File: config.mk
export PLATFORM = sky130hd
export DESIGN_NAME = cbe_basis
export DESIGN_NICKNAME = d
export VERILOG_FILES = /design/src/cbe_pkg.sv /design/src/cbe_basis.sv
export SDC_FILE = /design/constraint.sdc
export NUM_CORES = 2
export LEC_CHECK = 0
export ABC_CLOCK_PERIOD_IN_PS = 14700
export BUFFER_PORTS_ARGS = -buffer_cell sky130_fd_sc_hd__buf_4
export CORE_MARGIN = 2
export CORE_UTILIZATION = 30
export CTS_CLUSTER_DIAMETER = 80
export DETAILED_ROUTE_END_ITERATION = 8
export PLACE_DENSITY = 0.41
export SYNTH_ARGS = -nofsm -noshare
export SYNTH_HDL_FRONTEND = slang
export SYNTH_SLANG_ARGS = --single-unit
export TNS_END_PERCENT = 1
File: constraint.sdc
create_clock -name i_clk -period 14.7 [get_ports i_clk]
set_input_delay 3.675 -clock i_clk [delete_from_list [all_inputs] [get_ports i_clk]]
set_output_delay 3.675 -clock i_clk [all_outputs]
set_load 0.05 [all_outputs]
File: src/cbe_pkg.sv
// shared types and constants for the cubic bezier evaluator
package cbe_pkg;

    // integer bits that results gain over the coordinates
    localparam int OUT_GUARD_BITS = 8;

    // advance strobes for the pipeline stages inside the basis unit
    typedef struct packed {
        logic s2;
        logic s3;
    } t_adv;

endpackage

File: src/cbe_basis.sv
// bernstein weights and derivative weights from the curve parameter, two stages
module cbe_basis
    import cbe_pkg::*;
#(
    parameter int T_FRAC_BITS = 16
) (
    input  logic                          i_clk,
    input  t_adv                          i_adv,
    input  logic [T_FRAC_BITS:0]          i_t,
    output logic signed [T_FRAC_BITS+5:0] o_wp [4],
    output logic signed [T_FRAC_BITS+5:0] o_wd [4]
);

    localparam int F  = T_FRAC_BITS;
    localparam int TW = F + 1;
    localparam int DW = F + 6;
    localparam int ZX = DW - TW;
    localparam logic [TW-1:0] ONE = {1'b1, {F{1'b0}}};

    // stage 2: squares
    logic [TW-1:0]   u;
    logic [2*TW-1:0] tt;
    logic [2*TW-1:0] uu;
    logic [TW-1:0]   r_t;
    logic [TW-1:0]   r_u;
    logic [TW-1:0]   r_t2;
    logic [TW-1:0]   r_u2;

    assign u  = ONE - i_t;
    assign tt = i_t * i_t;
    assign uu = u * u;

    always_ff @(posedge i_clk) begin
        if (i_adv.s2) begin
            r_t  <= i_t;
            r_u  <= u;
            r_t2 <= tt[2*F:F];
            r_u2 <= uu[2*F:F];
        end
    end

    // stage 3: cubes and the weight combinations
    logic [2*TW-1:0]       m0, m1, m2, m3;
    logic signed [DW-1:0]  w0, w1, w2, w3;
    logic signed [DW-1:0]  td, t2d, u2d, one_d, t2x3, g1, g2;
    logic signed [DW-1:0]  wp [4];
    logic signed [DW-1:0]  wd [4];
    logic signed [DW-1:0]  r_wp [4];
    logic signed [DW-1:0]  r_wd [4];

    assign m0 = r_u2 * r_u;
    assign m1 = r_t * r_u2;
    assign m2 = r_t2 * r_u;
    assign m3 = r_t2 * r_t;

    always_comb begin
        w0    = $signed({{ZX{1'b0}}, m0[2*F:F]});
        w1    = $signed({{ZX{1'b0}}, m1[2*F:F]});
        w2    = $signed({{ZX{1'b0}}, m2[2*F:F]});
        w3    = $signed({{ZX{1'b0}}, m3[2*F:F]});
        td    = $signed({{ZX{1'b0}}, r_t});
        t2d   = $signed({{ZX{1'b0}}, r_t2});
        u2d   = $signed({{ZX{1'b0}}, r_u2});
        one_d = $signed({{ZX{1'b0}}, ONE});
        t2x3  = (t2d <<< 1) + t2d;
        g1    = one_d - (td <<< 2) + t2x3;
        g2    = (td <<< 1) - t2x3;
        wp[0] = w0;
        wp[1] = (w1 <<< 1) + w1;
        wp[2] = (w2 <<< 1) + w2;
        wp[3] = w3;
        // derivative weights carry the factor three already
        wd[0] = -((u2d <<< 1) + u2d);
        wd[1] = (g1 <<< 1) + g1;
        wd[2] = (g2 <<< 1) + g2;
        wd[3] = t2x3;
    end

    always_ff @(posedge i_clk) begin
        if (i_adv.s3) begin
            for (int k = 0; k < 4; k++) begin
                r_wp[k] <= wp[k];
                r_wd[k] <= wd[k];
            end
        end
    end

    assign o_wp = r_wp;
    assign o_wd = r_wd;

endmodule

==> key figures <==
Run status
  • Outcome: finished clean

Final layout
  • Most frequent cells in the layout: 1691 x inv_1, 1270 x fa_1, 958 x nand2_1
  • Reg area: about 0.0067 mm²
  • Commonest non-fill, non-tap cell in the layout: inv_1
  • P&R area growth vs syn: 9.26%
  • Filler instances: around 22000
  • Final std cells w/o fill: about 9800
  • Final core utilization: 33.0%
  • Layout cell share with drive strength beyond 1: between 5 and 6%
  • Multi-input logic area: 0.0498 mm²
  • Count of nets after finishing: between 9000 and 10000

Detailed routing
  • Drt via density: around 4.6
  • Via Count: about 45000
  • First-pass DRT Iterations: 5
  • Initial DRC Count: 1810
  • DRC viols: 0
  • Routed WL: between 150000 and 200000 µm
  • Wire per inst: roughly 19 µm
  • Detail Route Antenna Nets: 0

Setup path
  • Crit path launch type: input port
  • Top fanout value on the critical path: 28
  • Crit Reg-Reg Endpoint: o_wp[39]
  • Crit path capture: r_u2[16]
  • Crit end category: register
  • Worst path arrival time: 12.93 ns
  • CP dominant cell by count: fa_1
  • Critical Path RT: roughly 15 ns
  • Reg-to-Reg Start: r_t2[6]
  • Worst Reg-to-Reg Cells: 31
  • Max incr delay on CP: roughly 0.60 ns
  • Slowest-stage cell, CP: o21ai_0
  • Reg2Reg Setup Slack: between 5 and 6 ns
  • CP Class: input port to register
  • Crit path from: i_t[0]

Synthesis
  • Number of flops mapped to enable cells by yosys: approximately 220
  • Largest cells by area after synthesis: fa_1 40%, ha_1 15%, edfxtp_1 10%, inv_1 9.9%, nand2_1 5.6%
  • Avg Cell Area, Syn: 9.23 µm²
  • Top FF cell, synth: edfxtp_1
  • Synth Cell Area: approximately 0.064 mm²
  • Synth top area share: 39.8%
  • Synth Register Bits: between 200 and 250
  • Synth area leader: fa_1
  • Synth unique cells: 89
  • Synth Instances: 6924
  • FFs w/ async S/R, synth: 0%
  • Yosys warnings: 0
  • Sequential fraction of the synthesis area: around a tenth

Floorplanning
  • Initial Util: 30.2%
  • Die ar.: roughly 0.22 mm²
  • # IOs: 196
  • Rows: 169
  • Die Wd: about 470 µm
  • Die height: 466 µm
  • Core ar.: ~0.21 mm²

CTS
  • H-tree levels: 2
  • Number of clock sinks: between 200 and 250
  • Clk slew on worst S/H paths: 0.05 ns
  • Worst-Skew Late Latency: about 0.66 ns
  • Clock Tree Buf Depth: 3
  • Post-cts sizing count: 0
  • # hold bufs at CTS: 0
  • CTS tree: done
  • Clock root buffer: clkbuf_16
  • Num CTS Buffers: 40
  • # Post-CTS Setup Buffers: 0

Global routing
  • Total grt overflow: 0
  • Largest net degree at the start of global routing: 70
  • Number of global-route vias before repair: 50000
  • Wire length of the first global-routing pass: a little under 300000 µm
  • Initial antenna violation count: 7
  • GRT Resource Usage Total: 17.7%

Place
  • Cells after DPL: around 9800
  • Dpl hpwl: roughly 150000 µm
  • Place WS: 1.27 ns
  • Port Buffers: 176
  • Gpl congestion: 0.822

Timing
  • Final hold vios: 0
  • Setup TNS: 0 ns
  • RSZ-0062 raised after global routing: no
  • Fin Clk Skew: 0.0267 ns
  • Final Cycle Share: 85.4%
  • Slew HR: around 29%
  • Slew of the pin with the lowest slew margin: around 1.1 ns
  • Max Fclk: between 0.07 and 0.08 GHz
  • Slew Limit Fails: 0
  • Min cycle time layout: 12.55 ns
  • Endpoints failing setup: 0
  • Final WS setup: about 2.1 ns

Min path
  • Hold crit path type: register to register

Flow run
  • Max-cap viol count: 0
kinds of logic (layout without fill, tap and decap cells):
| family | Yosys count | count (layout) | synth area share (%) |
|---|---|---|---|
| compound gates | 471 | 471 | 5.01 |
| xor+xnor | 284 | 284 | 3.93 |
| fa+ha+maj | 2043 | 2043 | 54.9 |
| buf+inv | 1992 | 2053 | 11.8 |
| flops | 222 | 222 | 10.4 |
| mux | 9 | 9 | 0.145 |
| other cells | 1 | 23 | 0.00587 |
| simple gates | 1902 | 1902 | 13.7 |
metal layers:
| layer | wire [µm] | share of wire, % | track usage (%) | vias to the layer above |
|---|---|---|---|---|
| met5 | 13 | 0.0070 | 0 | - |
| met4 | 3110 | 1.7 | 3.20 | 2 |
| met3 | 5820 | 3.1 | 1.67 | 133 |
| met2 | 92600 | 50 | 31.4 | 609 |
| met1 | 85400 | 46 | 23.6 | 23200 |
| li1 | - | - | - | 20900 |
through the flow:
step,instance area (µm²),hold WS (ns)
floorplan,64000,0.508
global placement,68400,0.933
detailed placement,68400,0.946
CTS,69800,0.947
global route,69800,0.974
finish,69800,0.957
state kept, by name, indices dropped and copies added (netlist names):
| signal | flops |
|---|---|
| o_wd | 83 |
| o_wp | 72 |
| r_t2 | 17 |
| r_t | 17 |
| r_u2 | 17 |
| r_u | 16 |
critical path: cells and delay by family:
kind,cells,cell delay [ns]
buf+inv,7,0.99
simple gates,9,1.73
fa+ha+maj,8,3.56
compound gates,6,2.29
xor+xnor,2,0.69
layout make-up:
cell class	count	area share, %
clock inverter	32	0.555
clock buffer	42	1.44
antenna	4	0.0143
tap	2821	5.05
multi-input combinational	4728	71.2
inverter	1702	9.15
timing repair buffer	277	2.99
sequential	222	9.55
cell usage after synthesis (all sizes together) (9+ instances only):
library cell	count
inv	1692
fa	1270
nand2	958
ha	771
and2	437
clkbuf	260
nor2	251
edfxtp	222
xnor2	203
a21oi	138
xor2	81
o21ai	71
nor3	61
a21o	54
nand3	52
o21a	37
buf	30
nand2b	28
and3	23
nor2b	22
o21bai	22
a211oi	19
nand4	15
a21boi	14
o31ai	13
or3	12
a31oi	11
clkinv	10
or2	10
nor4	9
o211ai	9
worst min path at each step:
stage               startpoint        to  slack, ns  cells past startpoint
floorplan              r_t2[0]  o_wd[22]       0.51                      0
global placement       r_u2[0]  o_wd[66]       0.93                      1
detailed placement     r_u2[0]  o_wd[66]       0.95                      1
CTS                    r_u2[0]  o_wd[66]       0.95                      1
global route           r_u2[0]  o_wd[66]       0.97                      1
finish                 r_u2[0]  o_wd[66]       0.96                      1
Power is left out: the tool's default activity adds up to more than one toggle a clock period on the data nets, which glitch-free logic cannot reach.
